File: src/vcs_pkg.sv
// Shared constants, types and structs of the vertex cache soft cluster splitter.
package vcs_pkg;

	localparam int VERTEX_TOTAL      = 65536;
	localparam int MAX_SEGMENT_FACES = 1048576;

	localparam int VIDX_W     = 16;
	localparam int CACHE_W    = 13;
	localparam int THR_W      = 18;
	localparam int FACE_W     = 21;
	localparam int MISS_W     = 22;
	localparam int FM_W       = 2;
	localparam int STAMP_W    = 32;
	localparam int CFG_IDX_W  = 1;
	localparam int CFG_DATA_W = 18;

	localparam int MEM_DEPTH = (VERTEX_TOTAL < (1 << VIDX_W)) ? VERTEX_TOTAL : (1 << VIDX_W);
	localparam int ADDR_W    = $clog2(MEM_DEPTH);

	localparam int MISS_LIMIT = 3 * MAX_SEGMENT_FACES;
	localparam int FCNT_W     = $clog2(MAX_SEGMENT_FACES + 1);
	localparam int MCNT_W     = $clog2(MISS_LIMIT + 1);
	localparam int PROD_W     = THR_W + FCNT_W;
	localparam int LHS_W      = MCNT_W + 16;
	localparam int CMP_W      = (PROD_W > LHS_W) ? PROD_W : LHS_W;

	localparam int RES_DEPTH = 2;
	localparam int PEND_W    = $clog2(RES_DEPTH + 1);

	typedef enum logic [1:0] {
		ST_CLEAR,
		ST_A,
		ST_B,
		ST_C
	} issue_state_t;

	typedef enum logic [CFG_IDX_W-1:0] {
		REG_CACHE_DEPTH,
		REG_MISS_THR
	} cfg_reg_t;

	typedef struct packed {
		logic               probe;
		logic               first;
		logic               last;
		logic               hard;
		logic [VIDX_W-1:0]  vidx;
		logic               clr;
		logic [ADDR_W-1:0]  clr_addr;
	} mem_req_t;

	typedef struct packed {
		logic [CACHE_W-1:0] cache_depth;
		logic [THR_W-1:0]   miss_thr;
	} cfg_regs_t;

	typedef struct packed {
		logic              new_segment;
		logic [FM_W-1:0]   face_misses;
		logic [MISS_W-1:0] segment_misses;
		logic [FACE_W-1:0] segment_faces;
		logic              segment_closes;
	} res_t;

endpackage

File: src/vcs_ifs.sv
// Channel interfaces: triangle requests, result requests and register writes.
interface vcs_tri_if import vcs_pkg::*; ();
	logic              valid;
	logic              ready;
	logic [VIDX_W-1:0] vertex_a;
	logic [VIDX_W-1:0] vertex_b;
	logic [VIDX_W-1:0] vertex_c;
	logic              hard_start;

	modport source (output valid, vertex_a, vertex_b, vertex_c, hard_start, input ready);
	modport sink (input valid, vertex_a, vertex_b, vertex_c, hard_start, output ready);
endinterface


File: src/vcs_issue.sv
// Triangle input buffer, stamp RAM clear sweep and per-vertex read sequencer.
module vcs_issue import vcs_pkg::*; (
	input  logic     clk,
	input  logic     arst_n,
	vcs_tri_if.sink  triangle,
	input  logic     res_pop,
	output mem_req_t req
);

	issue_state_t      state_q, state_d;
	logic [ADDR_W-1:0] clr_addr_q;
	logic [PEND_W-1:0] pend_q;
	logic              item_v_q;
	logic [VIDX_W-1:0] a_q, b_q, c_q;
	logic              hard_q;
	logic              start;
	logic              accept;
	logic              clr_done;

	assign clr_done = (clr_addr_q == ADDR_W'(MEM_DEPTH - 1));
	assign start    = item_v_q && ((pend_q != PEND_W'(RES_DEPTH)) || res_pop);
	assign accept   = triangle.valid && triangle.ready;

	always_comb begin
		state_d = state_q;
		unique case (state_q)
			ST_CLEAR: begin
				if (clr_done)
					state_d = ST_A;
			end
			ST_A: begin
				if (start)
					state_d = ST_B;
			end
			ST_B: state_d = ST_C;
			ST_C: state_d = ST_A;
		endcase
	end

	always_comb begin
		req            = '0;
		req.clr_addr   = clr_addr_q;
		req.hard       = hard_q;
		req.vidx       = a_q;
		triangle.ready = 1'b0;
		unique case (state_q)
			ST_CLEAR: begin
				req.clr = 1'b1;
			end
			ST_A: begin
				req.probe      = start;
				req.first      = 1'b1;
				triangle.ready = !item_v_q;
			end
			ST_B: begin
				req.probe = 1'b1;
				req.vidx  = b_q;
			end
			ST_C: begin
				req.probe      = 1'b1;
				req.last       = 1'b1;
				req.vidx       = c_q;
				triangle.ready = 1'b1;
			end
		endcase
	end

	always_ff @(posedge clk or negedge arst_n) begin
		if (!arst_n) begin
			state_q    <= ST_CLEAR;
			clr_addr_q <= '0;
			pend_q     <= '0;
			item_v_q   <= 1'b0;
		end else begin
			state_q <= state_d;
			if (state_q == ST_CLEAR)
				clr_addr_q <= clr_addr_q + ADDR_W'(1);
			pend_q <= pend_q + PEND_W'(state_q == ST_A && start) - PEND_W'(res_pop);
			if (accept)
				item_v_q <= 1'b1;
			else if (state_q == ST_C)
				item_v_q <= 1'b0;
		end
	end

	always_ff @(posedge clk) begin
		if (accept) begin
			a_q    <= triangle.vertex_a;
			b_q    <= triangle.vertex_b;
			c_q    <= triangle.vertex_c;
			hard_q <= triangle.hard_start;
		end
	end

endmodule

File: src/flat_wrapper.sv
// flat-port wrapper written by rule: the top's interface ports become plain ports
module vcs_issue_flat import vcs_pkg::*;
  (clk, arst_n, res_pop, req, triangle_valid, triangle_vertex_a, triangle_vertex_b, triangle_vertex_c, triangle_hard_start, triangle_ready);
  vcs_tri_if triangle_i ();
  input  logic clk;
  input  logic arst_n;
  input  logic res_pop;
  output mem_req_t req;
  input wire logic [$bits(triangle_i.valid)-1:0] triangle_valid;
  input wire logic [$bits(triangle_i.vertex_a)-1:0] triangle_vertex_a;
  input wire logic [$bits(triangle_i.vertex_b)-1:0] triangle_vertex_b;
  input wire logic [$bits(triangle_i.vertex_c)-1:0] triangle_vertex_c;
  input wire logic [$bits(triangle_i.hard_start)-1:0] triangle_hard_start;
  output wire logic [$bits(triangle_i.ready)-1:0] triangle_ready;
  assign triangle_i.valid = triangle_valid;
  assign triangle_i.vertex_a = triangle_vertex_a;
  assign triangle_i.vertex_b = triangle_vertex_b;
  assign triangle_i.vertex_c = triangle_vertex_c;
  assign triangle_i.hard_start = triangle_hard_start;
  assign triangle_ready = triangle_i.ready;
  vcs_issue u_core (.clk(clk), .arst_n(arst_n), .triangle(triangle_i), .res_pop(res_pop), .req(req));
endmodule
File: config.mk
export PLATFORM = sky130hd
export DESIGN_NAME = vcs_issue_flat
export DESIGN_NICKNAME = d
export VERILOG_FILES = /design/src/vcs_pkg.sv /design/src/vcs_ifs.sv /design/src/vcs_issue.sv /design/src/flat_wrapper.sv
export SDC_FILE = /design/constraint.sdc
export NUM_CORES = 1
export LEC_CHECK = 0
export BUFFER_PORTS_ARGS = -buffer_cell sky130_fd_sc_hd__buf_2
export CAP_MARGIN = 20
export CORE_ASPECT_RATIO = 0.5
export CORE_MARGIN = 2
export CORE_UTILIZATION = 35
export CTS_CLUSTER_SIZE = 10
export DETAILED_ROUTE_END_ITERATION = 7
export GPL_ROUTABILITY_DRIVEN = 0
export PLACE_DENSITY_LB_ADDON = 0.1
export SYNTH_ARGS = -nofsm -noshare
export SYNTH_HDL_FRONTEND = slang
export SYNTH_SLANG_ARGS = --single-unit
File: constraint.sdc
create_clock -name clk -period 4.9 [get_ports clk]
set_input_delay 0.735 -clock clk [delete_from_list [all_inputs] [get_ports clk]]
set_output_delay 0.735 -clock clk [all_outputs]
set_load 0.05 [all_outputs]
==> out/summary.txt <==
Setup CP Type - reg2out
share of Yosys cell area claimed by the top area cell type - 52.88%
Setup violations, final - 0
Synth Area in Adders - 4.047%
Logic pwr share - 43.5%
Netlist cell types - 28
most frequent cells in the layout - buf_2, edfxtp_1, nand2_1
final instance area - 3622 um^2
period utilisation layout - 67.24%
worst slew pin tran - 0.7763 ns
post-CTS setup buffer count - 0
DR pass1 iterations - 4
Clock Tree Root - clkbuf_16
post-synth top area cell - edfxtp_1
num ports - 91
H-tree levels - 3
post-place setup slack - 1.869 ns
register area share after synthesis - 71.76%
yosys warns - 0
most common cell after layout, fill and taps aside - buf_2
mapped cell area - 2783 um^2
DP Wirelength - 3.893 mm
maxcap violations - 0
Clk pwr share - 22.0%
Die ar. - 8723 um^2
Clock Latency Late Sink - 0.33 ns
Post-Synth XOR/XNOR Area - 5.351%
pin count of the biggest net entering global routing - 51
Max Fanout on Critical Path - 17
slew margin rel. - 48.25%
sequential share of power - 34.5%
Post-CTS Resized - 0
worst min-delay path class - in2async
Peak VDD IR - 0.3240 mV
Setup crit start kind - register
final slew viol count - 0
RSZ-0062 raised after global routing - false
die height - 67.05 um
Int Pwr - 1407 uW
synthesized area per cell - 14.20 um^2
via count of the first global-routing pass - 1782
global route overflow - 0
multiplexer area fraction after synthesis - 0.8094%
Final Hold Fails - 0
Worst Skew - 0.003542 ns
f_max - 0.3035 GHz
r2r worst-path depth - 5
share of cells above drive strength 1 - 35.35%
pwr dens - 693.8 nW/um^2
Starting Density - 37.03%
# fillers - 708
Layout area overhead - 30.17%
clock buffer depth - 2
leakage power - 0.001628 uW
Synth Area in Simple Gates - 9.487%
DR WL/cell - 13.79 um
NumNets Final - 354
Synth Net Count - 258
complex-gate fraction of the synthesized area - 6.475%
initial antenna violation count - 0
largest cells by area after synthesis - edfxtp_1, dfrtp_1, nand2_1
sw frac - 44.03%
DRT iter0 DRCs - 108
CTS tree - built
n_diodes - 0
core area - 7515 um^2
overall via count from detail_route - 1817
Placed Instances - 388
run status - finished, final reports clean
clock sinks - 70
Seq cells post-synth - 70
Routed Antenna Nets - 0
first-pass GRT wire length - 8.652 mm
# port buffers - 90
cells after synthesis - 196
WL final - 5.585 mm
Hold-fix buffers, CTS - 0
Die X - 130.1 um
Worst-path clk slew - 0.05 ns
DRC - 0
overall global routing resource usage - 14.16%
Crit. End Element - output port
setup TNS - 0 ns
row count - 22
Psw - 1106 uW
Setup WS post-layout - 1.605 ns
Layout Cells excl Fill - 405
vias per cell - 4.486
CP required - 4.16 ns
Crit path arrival time - 2.56 ns
cts bufs inserted - 9
fin crit period - 3.295 ns
largest family of logic cells by synthesized area - simple AND/OR/NAND/NOR gates
dpl cell area - 3349 um^2
## area by class of cell
type / count / area, um^2 / area share, %
sequential: 70 / 1997 / 55.13
clock inverter: 3 / 12.51 / 0.3454
inverter: 7 / 26.28 / 0.7254
multi-input combinational: 112 / 729.5 / 20.14
tap: 108 / 135.1 / 3.731
clock buffer: 13 / 240.2 / 6.632
timing repair buffer: 92 / 481.7 / 13.30
## path summary, 6_finish.rpt
kind                                  startpoint                    end  slack (ns)
max in group asynchronous                 arst_n   u_core.clr_addr_q[9]        4.22
max reg2reg                    u_core.state_q[0]         u_core.c_q[10]        2.66
max                            u_core.state_q[0]                req[24]        1.61
min in group clk           u_core.clr_addr_q[15]  u_core.clr_addr_q[15]        0.50
min reg2reg                u_core.clr_addr_q[15]  u_core.clr_addr_q[15]        0.50
min                                       arst_n   u_core.clr_addr_q[5]        0.36
## critical path: stages (launching register included)
cell and delay, ns:
dfrtp_1 0.40, inv_1 0.10, ha_1 0.44, nor2_1 0.63, buf_6 0.23, nand2_1 0.06
nand2_1 0.09, buf_2 0.27
## through the flow
step,utilization (%),hold WS (ns),power (uW)
floorplan,-,0.4394,1708
global placement,44.42,0.4783,1948
detailed placement,44.57,0.4923,1977
CTS,47.94,0.3656,2545
global route,48.20,0.3856,2661
finish,48.20,0.3620,2513
## registers in the layout (all words and copies together), names as in the netlist
name	count
u_core.pend_q	2
u_core.a_q	16
u_core.item_v_q	1
u_core.c_q	16
u_core.state_q	2
u_core.clr_addr_q	16
u_core.hard_q	1
u_core.b_q	16
## logic make-up (layout without fill, tap and decap cells)
logic type	count (synthesis)	in the layout
mux	2	2
flops	70	70
fa+ha+maj	9	9
compound gates	25	25
simple gates	59	59
buf+inv	14	115
xor+xnor	17	17
## synth_stat cells
cell type	instances
a21o_1	1
and2_1	1
xor2_1	5
ha_1	9
o41a_1	1
and3_1	1
o31a_1	1
a21oi_1	2
mux2_1	1
xnor2_1	12
and4_1	1
nor2_1	4
edfxtp_1	49
nand4_2	1
nand4_1	6
buf_4	1
clkbuf_1	4
inv_1	7
o31ai_1	1
buf_2	1
nor3_1	2
mux2_2	1
o21ai_0	3
dfrtp_1	21
nand3_1	5
a22oi_1	16
nand2_1	38
buf_1	1
## power groups by stage
| stage | Sequential, uW | Clock, uW | Combinational (uW) |
|---|---|---|---|
| floorplan | 933 | 0 | 776 |
| global placement | 879 | 0 | 1070 |
| CTS | 872 | 575 | 1100 |
| global route | 881 | 602 | 1180 |
| detailed placement | 882 | 0 | 1090 |
| finish | 867 | 554 | 1090 |
## routing by layer
| layer | wire length [um] | part of all wire [%] | GRT usage, % |
|---|---|---|---|
| met5 | 0 | 0 | 0 |
| met4 | 56 | 1.0 | 6.855 |
| met3 | 363 | 6.5 | 6.747 |
| met2 | 2731 | 49 | 22.38 |
| met1 | 2434 | 44 | 16.35 |
Note: power is estimated with default switching activity, not from simulation.
