### src/vcs_pkg.sv
// Shared constants, types and structs of the vertex cache soft cluster splitter.
package vcs_pkg;

	localparam int VERTEX_TOTAL      = 65536;
	localparam int MAX_SEGMENT_FACES = 1048576;

	localparam int VIDX_W     = 16;
	localparam int CACHE_W    = 13;
	localparam int THR_W      = 18;
	localparam int FACE_W     = 21;
	localparam int MISS_W     = 22;
	localparam int FM_W       = 2;
	localparam int STAMP_W    = 32;
	localparam int CFG_IDX_W  = 1;
	localparam int CFG_DATA_W = 18;

	localparam int MEM_DEPTH = (VERTEX_TOTAL < (1 << VIDX_W)) ? VERTEX_TOTAL : (1 << VIDX_W);
	localparam int ADDR_W    = $clog2(MEM_DEPTH);

	localparam int MISS_LIMIT = 3 * MAX_SEGMENT_FACES;
	localparam int FCNT_W     = $clog2(MAX_SEGMENT_FACES + 1);
	localparam int MCNT_W     = $clog2(MISS_LIMIT + 1);
	localparam int PROD_W     = THR_W + FCNT_W;
	localparam int LHS_W      = MCNT_W + 16;
	localparam int CMP_W      = (PROD_W > LHS_W) ? PROD_W : LHS_W;

	localparam int RES_DEPTH = 2;
	localparam int PEND_W    = $clog2(RES_DEPTH + 1);

	typedef enum logic [1:0] {
		ST_CLEAR,
		ST_A,
		ST_B,
		ST_C
	} issue_state_t;

	typedef enum logic [CFG_IDX_W-1:0] {
		REG_CACHE_DEPTH,
		REG_MISS_THR
	} cfg_reg_t;

	typedef struct packed {
		logic               probe;
		logic               first;
		logic               last;
		logic               hard;
		logic [VIDX_W-1:0]  vidx;
		logic               clr;
		logic [ADDR_W-1:0]  clr_addr;
	} mem_req_t;

	typedef struct packed {
		logic [CACHE_W-1:0] cache_depth;
		logic [THR_W-1:0]   miss_thr;
	} cfg_regs_t;

	typedef struct packed {
		logic              new_segment;
		logic [FM_W-1:0]   face_misses;
		logic [MISS_W-1:0] segment_misses;
		logic [FACE_W-1:0] segment_faces;
		logic              segment_closes;
	} res_t;

endpackage

### src/vcs_ifs.sv


interface vcs_res_if import vcs_pkg::*; ();
	logic              valid;
	logic              ready;
	logic              new_segment;
	logic [FM_W-1:0]   face_misses;
	logic [MISS_W-1:0] segment_misses;
	logic [FACE_W-1:0] segment_faces;
	logic              segment_closes;

	modport source (output valid, new_segment, face_misses, segment_misses, segment_faces,
		segment_closes, input ready);
	modport sink (input valid, new_segment, face_misses, segment_misses, segment_faces,
		segment_closes, output ready);
endinterface


### src/vcs_res_fifo.sv
// Two-entry result queue driving the result channel.
module vcs_res_fifo import vcs_pkg::*; (
	input  logic      clk,
	input  logic      arst_n,
	input  logic      push,
	input  res_t      din,
	vcs_res_if.source result,
	output logic      pop
);

	res_t              ent_q [RES_DEPTH];
	logic              wr_ptr_q, rd_ptr_q;
	logic [PEND_W-1:0] cnt_q;
	res_t              head;

	assign head                  = ent_q[rd_ptr_q];
	assign result.valid          = (cnt_q != '0);
	assign result.new_segment    = head.new_segment;
	assign result.face_misses    = head.face_misses;
	assign result.segment_misses = head.segment_misses;
	assign result.segment_faces  = head.segment_faces;
	assign result.segment_closes = head.segment_closes;
	assign pop                   = result.valid && result.ready;

	always_ff @(posedge clk or negedge arst_n) begin
		if (!arst_n) begin
			wr_ptr_q <= 1'b0;
			rd_ptr_q <= 1'b0;
			cnt_q    <= '0;
		end else begin
			if (push)
				wr_ptr_q <= !wr_ptr_q;
			if (pop)
				rd_ptr_q <= !rd_ptr_q;
			cnt_q <= cnt_q + PEND_W'(push) - PEND_W'(pop);
		end
	end

	always_ff @(posedge clk) begin
		if (push)
			ent_q[wr_ptr_q] <= din;
	end

endmodule
### src/flat_wrapper.sv
// flat-port wrapper written by rule: the top's interface ports become plain ports
module vcs_res_fifo_flat import vcs_pkg::*;
  (clk, arst_n, push, din, pop, result_valid, result_new_segment, result_face_misses, result_segment_misses, result_segment_faces, result_segment_closes, result_ready);
  vcs_res_if result_i ();
  input  logic clk;
  input  logic arst_n;
  input  logic push;
  input  res_t din;
  output logic pop;
  output wire logic [$bits(result_i.valid)-1:0] result_valid;
  output wire logic [$bits(result_i.new_segment)-1:0] result_new_segment;
  output wire logic [$bits(result_i.face_misses)-1:0] result_face_misses;
  output wire logic [$bits(result_i.segment_misses)-1:0] result_segment_misses;
  output wire logic [$bits(result_i.segment_faces)-1:0] result_segment_faces;
  output wire logic [$bits(result_i.segment_closes)-1:0] result_segment_closes;
  input wire logic [$bits(result_i.ready)-1:0] result_ready;
  assign result_valid = result_i.valid;
  assign result_new_segment = result_i.new_segment;
  assign result_face_misses = result_i.face_misses;
  assign result_segment_misses = result_i.segment_misses;
  assign result_segment_faces = result_i.segment_faces;
  assign result_segment_closes = result_i.segment_closes;
  assign result_i.ready = result_ready;
  vcs_res_fifo u_core (.clk(clk), .arst_n(arst_n), .push(push), .din(din), .result(result_i), .pop(pop));
endmodule
### config.mk
export PLATFORM = sky130hd
export DESIGN_NAME = vcs_res_fifo_flat
export DESIGN_NICKNAME = d
export VERILOG_FILES = /design/src/vcs_pkg.sv /design/src/vcs_ifs.sv /design/src/vcs_res_fifo.sv /design/src/flat_wrapper.sv
export SDC_FILE = /design/constraint.sdc
export NUM_CORES = 1
export LEC_CHECK = 0
export BUFFER_PORTS_ARGS = -buffer_cell sky130_fd_sc_hd__buf_2
export CORE_MARGIN = 4
export CORE_UTILIZATION = 52
export DETAILED_ROUTE_END_ITERATION = 6
export PLACE_DENSITY = 0.79
export SETUP_SLACK_MARGIN = 0.1
export SLEW_MARGIN = 40
export SYNTH_ARGS = -nofsm -noshare
export SYNTH_HDL_FRONTEND = slang
export SYNTH_SLANG_ARGS = --single-unit
### constraint.sdc
create_clock -name clk -period 3.33 [get_ports clk]
set_input_delay 0.1665 -clock clk [delete_from_list [all_inputs] [get_ports clk]]
set_output_delay 0.1665 -clock clk [all_outputs]
set_load 0.01 [all_outputs]
==> impl_metrics.env, run 1 <==
export IMPL_min_period_over_period_pct=65.76
export IMPL_power_density_nw_per_um2=735.0
export IMPL_finalSetupTns_ps=0
export IMPL_fmax_mhz=456.6
export IMPL_required_ps=3160
export IMPL_cts_resized=0
export IMPL_critPathMaxFanout=29
export IMPL_r2r_cells=2
export IMPL_finalNetCount=368
export IMPL_rows=30
export IMPL_synthArstFlopShare_pct=4.082
export IMPL_grt_pass1_wl_um=10390
export IMPL_rr_startpoint="u_core.wr_ptr_q"
export IMPL_wl_per_cell_um=16.50
export IMPL_antenna_found_initial=0
export IMPL_htreeDepth=3
export IMPL_drive_above_1_share_pct=52.81
export IMPL_maxCapViolations=0
export IMPL_grt_usage_pct=16.16
export IMPL_critical_path_startpoint="u_core.rd_ptr_q"
export IMPL_synth_area_leaders="edfxtp_1 77%, mux2_2 8.3%, mux2_4 8.2%"
export IMPL_ctsRootBufferMaster="clkbuf_8"
export IMPL_numCtsBuffers=9
export IMPL_setup_violations_final=0
export IMPL_critPathKind="reg2out"
export IMPL_drt_pass1_iter_count=4
export IMPL_clock_skew_ps=7.730
export IMPL_path_cells="buf_4 > mux2_2 > buf_2"
export IMPL_clock_latency_ps=350
export IMPL_port_buffers=99
export IMPL_min_period_ps=2190
export IMPL_area_delta_synth_final_pct=33.36
export IMPL_hold_path_cell_count=1
export IMPL_die_height_um=91.95
export IMPL_grt_pass1_vias=2073
export IMPL_min_from="din[42]"
export IMPL_synth_seq_cells=98
export IMPL_synth_fp_nets=215
export IMPL_num_io_pins=100
export IMPL_drc=0
export IMPL_slowest_stage="dfrtp_2"
export IMPL_wirelength_um=6866
export IMPL_slew_headroom_pct=53.85
export IMPL_finalHoldViolCount=0
export IMPL_timing_rr_end="u_core.ent_q[0][27]"
export IMPL_dp_hpwl_um=4135
export IMPL_status="finished clean"
export IMPL_regToRegSetupSlack_ps=1530
export IMPL_synth_most_common_cell="edfxtp_1"
export IMPL_die_area_um2=8455
export IMPL_yosys_area_top_type_share_pct=77.02
export IMPL_leakagePower_nw=1.925
export IMPL_initial_core_util_pct=53.64
export IMPL_holdPathEnd="u_core.ent_q[1][42]"
export IMPL_grt_ovfl_total=0
export IMPL_utilization_pct=71.54
export IMPL_ys_warn_count=0
export IMPL_cts_tree="built"
export IMPL_postRouteAntennaNets=0
export IMPL_fp_coreArea_um2=6832
export IMPL_synth_area_um2=3665
export IMPL_grt_max_degree=48
export IMPL_ys_seq_area_share_pct=79.75
export IMPL_die_w_um=91.95
export IMPL_yosysTopAreaCell="edfxtp_1"
export IMPL_ys_top_cells_by_count="94 x edfxtp_1, 27 x mux2_2, 20 x mux2_4, 4 x dfrtp_1, 3 x buf_6"
export IMPL_numClockSinks=98
export IMPL_hold_class="in2reg"
export IMPL_ys_types=14
export IMPL_tightest_slew_ps=690.7
export IMPL_timing_critical_path_from_type="flop"
export IMPL_vias=1957
export IMPL_clock_path_buffers=2
export IMPL_diodes=0
export IMPL_synth_edf_count=94
export IMPL_synth_ff_type="edfxtp_1"
export IMPL_drt_initial_drc_count=90
export IMPL_rsz0062_at_grt="no"
export IMPL_syn_inst=162
export IMPL_endpoint_kind="output port"
export IMPL_peakVddDrop_mv=0.4304
export IMPL_critPathArrivalTime_ps=2020
export IMPL_slew_viol_final=0
export IMPL_power_w=0.003592
export IMPL_clkTransAtPathRegs_ps=90
export IMPL_crit_path_max_incr_delay_ps=830
export IMPL_viasPerCell=4.704
export IMPL_gp_congestion=0.6665
export IMPL_postSynthAreaPerCell_um2=22.62
==> worst max path at each step <==
stage | endpoint | slack (ps) | cells after the start
after CTS | result_segment_faces[4] | 1110 | 3
after global routing | result_segment_faces[0] | 1040 | 3
after global placement | result_segment_faces[4] | 1510 | 3
after detailed placement | u_core.ent_q[0][27] | 1480 | 2
after floorplan | u_core.ent_q[0][0] | 370 | 1
final | result_segment_faces[4] | 1140 | 3
==> worst max-delay path: cells and delay by family (launching register included) <==
family	cells	cell delay, ps
buffers and inverters	2	480
flip-flops	1	830
multiplexers	1	360
==> through the flow <==
stage	std cells	hold slack [ps]	setup WS, ps	area, µm²
2_1_floorplan	162	-129.1	372.2	3665
3_3_place_gp	356	-25.27	1508	4277
3_5_place_dp	356	-22.44	1484	4278
4_1_cts	401	0.8475	1112	4737
5_1_grt	416	-13.20	1038	4887
6_report	416	16.17	1140	4887
==> registers in the layout, indices dropped and copies added (netlist names) <==
name and cells:
u_core.cnt_q 2, u_core.rd_ptr_q 1, u_core.ent_q 94, u_core.wr_ptr_q 1
==> cells in the final DEF (no fill, tap or decap), drive strengths merged <==
cell,instances
mux2,47
or2,1
xnor2,2
nor2b,1
dfrtp,4
ha,2
clkinv,3
buf,103
dlygate4sd3,44
o21a,1
edfxtp,94
and2,1
inv,3
xor2,2
clkbuf,9
clkinvlp,3
==> layer usage <==
layer	vias up	track usage, %	wire [µm]
met5	-	0	0
li1	936	-	-
met1	937	19.31	2868
met4	0	4.084	57
met3	7	6.563	528
met2	77	27.31	3412
==> kinds of logic after synthesis <==
group	share of synthesized area [%]
mux	16.49
fa+ha+maj	0.6827
buf+inv	1.400
flops	79.75
compound gates	0.2049
simple gates	0.5124
xor+xnor	0.9561
==> layout make-up <==
class                           instances  area [µm²]
Inverter                                2       7.507
Clock buffer                            9       123.9
Timing Repair Buffer                  147       965.9
Tap cell                               96       120.1
Clock inverter                          7       45.04
Multi-Input combinational cell         57       700.7
Sequential cell                        98        2924
Fill cell                             436        1944
==> where the power goes <==
part	internal [W]	switching, W	leakage [nW]
Clock	0.000269	0.000388	0.0791
Sequential	0.00164	0.000142	0.928
Combinational	0.000609	0.000545	0.918
Total	0.00252	0.00107	1.92
==> timing repair <==
action,CTS,global route
setup buffers,0,0
hold endpoints to repair,59,30
hold buffers,29,15
setup endpoints to repair,0,0
Power figures use the tool's default switching activity.
==> run 2: changes to the inputs <==
Clock period 3.33 ns to 2.24 ns, I/O delays scaled along.
==> run 2 against run 1 <==
- via count grew 2.5%
- non-clock buffer count grew 6
- clock skew grew 8.1 ps
- clock power is 63% higher
- die area unchanged
- combinational power increased by 60%
- sequential cell count unchanged
- hold slack improved by 98 ps
- first-iteration DRC count is 36% lower
- sequential share of layout area down 0.98 points
- critical path type unchanged
==> impl_metrics.env, run 2 (synthesis gave the netlist of run 1 again) <==
export IMPL_leakagePower_nw=1.971
export IMPL_numCtsBuffers=9
export IMPL_finalSetupTns_ps=0
export IMPL_hold_class="in2async"
export IMPL_htreeDepth=3
export IMPL_area_delta_synth_final_pct=35.58
export IMPL_vias=2005
export IMPL_cp_top_family="buffers and inverters"
export IMPL_drc=0
export IMPL_power_w=0.005454
export IMPL_layout_common_cells="99 x buf_2, 94 x edfxtp_1, 49 x dlygate4sd3_1, 27 x mux2_2, 20 x mux2_4"
export IMPL_clkTransAtPathRegs_ps=80
export IMPL_die_height_um=91.95
export IMPL_drt_initial_drc_count=58
export IMPL_ctsRootBufferMaster="clkbuf_8"
export IMPL_postRouteAntennaNets=0
export IMPL_r2r_cells=6
export IMPL_wirelength_um=6982
export IMPL_status="finished clean"
export IMPL_endpoint_kind="output port"
export IMPL_numClockSinks=98
export IMPL_grtUsageMet2_pct=31.51
export IMPL_maxCapViolations=0
export IMPL_drt_pass1_iter_count=4
export IMPL_largest_register="u_core.ent_q"
export IMPL_critPathMaxFanout=28
export IMPL_rows=30
export IMPL_rr_startpoint="u_core.cnt_q[0]"
export IMPL_cts_resized=0
export IMPL_dp_hpwl_um=4279
export IMPL_critPathArrivalTime_ps=1610
export IMPL_peakVddDrop_mv=0.6698
export IMPL_grt_pass1_vias=2221
export IMPL_grt_use_met3_pct=3.610
export IMPL_wl_per_cell_um=16.58
export IMPL_gr_usage_met1_pct=18.54
export IMPL_grt_ovfl_total=0
export IMPL_clock_latency_ps=350
export IMPL_cts_setup_buffers=0
export IMPL_gp_congestion=0.7142
export IMPL_die_area_um2=8455
export IMPL_critPathKind="reg2out"
export IMPL_num_io_pins=100
export IMPL_timing_critical_path_from_type="flop"
export IMPL_tightest_slew_ps=485.4
export IMPL_clock_path_buffers=2
export IMPL_diodes=0
export IMPL_dpl_cell_area_um2=4297
export IMPL_reg_top3="u_core.ent_q (94), u_core.cnt_q (2)"
export IMPL_fp_coreArea_um2=6832
export IMPL_cp_num_buf_inv=2
export IMPL_slew_headroom_pct=67.64
export IMPL_largest_reg_flops=94
export IMPL_finalNetCount=374
export IMPL_critical_path_startpoint="u_core.rd_ptr_q"
export IMPL_required_ps=2130
export IMPL_grt_max_degree=30
export IMPL_stdcell_area_um2=4969
export IMPL_grt_busiest_layer="met2"
export IMPL_final_common_cell="buf_2"
export IMPL_min_period_ps=1727
export IMPL_cts_tree="built"
export IMPL_slowest_stage="mux2_2"
export IMPL_slew_viol_final=0
export IMPL_grt_pass1_wl_um=10830
export IMPL_crit_path_max_incr_delay_ps=400
export IMPL_regToRegSetupSlack_ps=640
export IMPL_port_buffers=99
export IMPL_clock_skew_ps=15.86
export IMPL_viasPerCell=4.762
export IMPL_setup_violations_final=0
export IMPL_die_w_um=91.95
export IMPL_min_period_over_period_pct=77.08
export IMPL_finalHoldViolCount=0
export IMPL_cts_hold_buf=49
export IMPL_drive_above_1_share_pct=52.00
export IMPL_nFillCells=446
export IMPL_power_density_nw_per_um2=1098
export IMPL_initial_core_util_pct=53.64
export IMPL_grt_usage_pct=17.03
export IMPL_path_cells="buf_4 > mux2_2 > buf_2"
export IMPL_rsz0062_at_grt="no"
export IMPL_antenna_found_initial=0
export IMPL_fmax_mhz=579.2
export IMPL_timing_rr_end="u_core.cnt_q[1]"
-- run 2: layout make-up --
cell class | count | area, µm² | share of cell area, %
clock inverters | 6 | 57.56 | 1.158
inverters | 2 | 7.507 | 0.1511
well taps | 96 | 120.1 | 2.418
flip-flops and latches | 98 | 2924 | 58.85
repair buffers | 153 | 1036 | 20.85
multi-input cells | 57 | 699.4 | 14.08
clock buffers | 9 | 123.9 | 2.493
-- run 2: worst max-delay path by stage --
stage / to / slack, ps / depth (start not counted)
after floorplan: u_core.ent_q[0][0] / 180 / 1
after global placement: u_core.ent_q[1][24] / 770 / 2
after detailed placement: u_core.cnt_q[1] / 720 / 6
after CTS: result_segment_faces[9] / 480 / 3
after global routing: result_segment_faces[4] / 440 / 3
final: result_face_misses[0] / 510 / 3
-- run 2: metrics by stage --
stage	utilization [%]	worst slack (ps)	hold slack, ps	cells
after floorplan	-	183.8	-183.6	162
after CTS	72.73	476.2	68.12	421
after detailed placement	62.89	719.4	-76.94	357
final	72.73	513.4	114.1	421
after global placement	62.89	771.3	-80.32	357
after global routing	72.73	438.5	117.8	421
-- run 2: layer usage --
metal	wire length (µm)	vias to the layer above
met3	329	10
met5	0	-
met2	3771	74
met4	117	0
met1	2764	970
li1	-	951
-- run 2: power breakdown --
part	internal, W	total (W)	switching (W)
sequential	0.00244	0.00254	0.000106
clock	0.000505	0.00107	0.000562
combinational	0.000926	0.00184	0.000918
total	0.00387	0.00545	0.00159
==> run 3: changes to the inputs <==
Settings changed: CORE_UTILIZATION 52 to 47, PLACE_DENSITY 0.79 to 0.76.
Clock period 2.24 ns to 1.4 ns, I/O delays scaled along.
==> run 3 against run 2 <==
- the run now ends with negative setup slack left
- setup slack worse by 700 ps
- die area is 9.7% higher
- sequential power is 60% higher
==> impl_metrics.env, run 3 (synthesis gave the netlist of run 1 again) <==
export IMPL_slew_headroom_pct=88.99
export IMPL_critPathKind="reg2out"
export IMPL_gr_usage_met1_pct=17.39
export IMPL_finalHoldViolCount=0
export IMPL_dp_hpwl_um=4176
export IMPL_drive_above_1_share_pct=54.44
export IMPL_power_density_nw_per_um2=1817
export IMPL_setup_violations_final=49
export IMPL_grt_max_degree=25
export IMPL_drt_initial_drc_count=35
export IMPL_finalNetCount=387
export IMPL_dp_cells=365
export IMPL_clkTransAtPathRegs_ps=90
export IMPL_vias=2064
export IMPL_numCtsBuffers=9
export IMPL_antenna_found_initial=0
export IMPL_port_buffers=99
export IMPL_die_height_um=96.30
export IMPL_timing_critical_path_from_type="flop"
export IMPL_tightest_slew_ps=165.2
export IMPL_timing_final_ws_setup_ps=-182.8
export IMPL_min_period_ps=1583
export IMPL_min_period_over_period_pct=113.1
export IMPL_reg_top3="u_core.ent_q (94), u_core.cnt_q (2)"
export IMPL_wirelength_um=7139
export IMPL_required_ps=1330
export IMPL_grt_usage_pct=15.27
export IMPL_clock_latency_ps=340
export IMPL_rsz0062_at_grt="yes"
export IMPL_dpl_cell_area_um2=4388
export IMPL_layout_common_cells="94 x edfxtp_1, 59 x buf_2, 49 x dlygate4sd3_1, 44 x buf_6, 24 x mux2_2"
export IMPL_numClockSinks=98
export IMPL_maxCapViolations=0
export IMPL_area_delta_synth_final_pct=49.13
export IMPL_status="complete, but fails checks"
export IMPL_whs_ps=56.20
export IMPL_fp_coreArea_um2=7408
export IMPL_crit_path_max_incr_delay_ps=420
export IMPL_postRouteAntennaNets=0
export IMPL_slew_viol_final=0
export IMPL_largest_register="u_core.ent_q"
export IMPL_power_w=0.009933
export IMPL_grt_use_met3_pct=4.222
export IMPL_endpoint_kind="output port"
export IMPL_leakagePower_nw=2.163
export IMPL_fmax_mhz=631.8
export IMPL_htreeDepth=3
export IMPL_die_w_um=96.30
export IMPL_stdcell_count=437
export IMPL_grt_pass1_vias=2249
export IMPL_initial_core_util_pct=49.47
export IMPL_largest_reg_flops=94
export IMPL_drt_pass1_iter_count=4
export IMPL_viasPerCell=4.723
export IMPL_wl_per_cell_um=16.34
export IMPL_stdcell_area_um2=5465
export IMPL_path_cells="buf_12 > clkbuf_16 > mux2_4 > buf_6"
export IMPL_cts_tree="built"
export IMPL_grt_pass1_wl_um=10440
export IMPL_num_io_pins=100
export IMPL_grtUsageMet2_pct=26.97
export IMPL_gp_congestion=0.7059
export IMPL_clock_path_buffers=2
export IMPL_grt_busiest_layer="met2"
export IMPL_violations="negative setup slack"
export IMPL_rows=31
export IMPL_grt_ovfl_total=0
export IMPL_hold_class="in2async"
export IMPL_peakVddDrop_mv=0.9828
export IMPL_post_place_ws_ps=-72.95
export IMPL_diodes=0
export IMPL_drc=0
export IMPL_critPathArrivalTime_ps=1510
export IMPL_critPathMaxFanout=7
export IMPL_clock_skew_ps=7.199
export IMPL_final_common_cell="edfxtp_1"
export IMPL_slowest_stage="dfrtp_2"
export IMPL_ctsRootBufferMaster="clkbuf_8"
export IMPL_die_area_um2=9274
-- run 3: cell count changes in the layout (fill, tap and decap cells not counted), sizes merged --
| cell | before | now |
|---|---|---|
| buf | 104 | 115 |
| bufinv | 1 | 0 |
| clkbuf | 9 | 12 |
| clkinv | 4 | 3 |
| clkinvlp | 0 | 2 |
| inv | 3 | 2 |
-- run 3: power breakdown --
group,leakage [nW],switching [W],internal (W)
Combinational,1.16,0.00176,0.00262
Clock,0.0758,0.000868,0.000630
Sequential,0.928,0.000162,0.00389
Total,2.16,0.00279,0.00715
-- run 3: path summary, 6_finish.rpt --
| path | slack (ps) | to | start | cells after the start |
|---|---|---|---|---|
| worst max-delay path | -180 | result_segment_misses[3] | u_core.rd_ptr_q | 4 |
| worst min-delay path | 60 | u_core.cnt_q[0] | arst_n | 2 |
| worst max register to register | -60 | u_core.cnt_q[1] | u_core.cnt_q[0] | 6 |
| worst min register to register | 550 | u_core.wr_ptr_q | u_core.wr_ptr_q | 1 |
| max in group asynchronous | 1210 | u_core.rd_ptr_q | arst_n | 2 |
| min in group clk | 160 | u_core.rd_ptr_q | result_ready | 4 |
-- run 3: final cells by class --
class	instances	area, µm²
sequential	98	2924
fill	451	1943
timing repair buffer	166	1516
multi-input combinational	57	733.2
clock buffer	10	127.6
tap	99	123.9
clock inverter	5	32.53
inverter	2	7.507
-- run 3: per-layer routing --
metal	share of wire, %	routed length, µm
met2	53	3754
met1	38	2700
met3	7.8	559
met4	1.8	125
met5	0	0
-- run 3: metrics by stage --
step           TNS (ps)  util (%)
4_1_cts           -7832     70.24
2_1_floorplan     -9958         -
5_1_grt           -9605     73.77
3_3_place_gp          0     59.23
3_5_place_dp     -72.95     59.23
6_report          -7321     73.77
-- run 3: worst max-delay path: cells and delay by family (launching register included) --
family	cells	cell delay, ps
multiplexers	1	310
buffers and inverters	3	430
flip-flops	1	420
-- run 3: what timing repair did --
item | CTS | global route
hold buffers | 49 | 0
resized for setup | 25 | 34
setup endpoints to repair | 50 | 51
endpoints found under the hold margin | 99 | 0
gates cloned | 0 | 3
buffers inserted | 4 | 4
pin swaps | 5 | 5
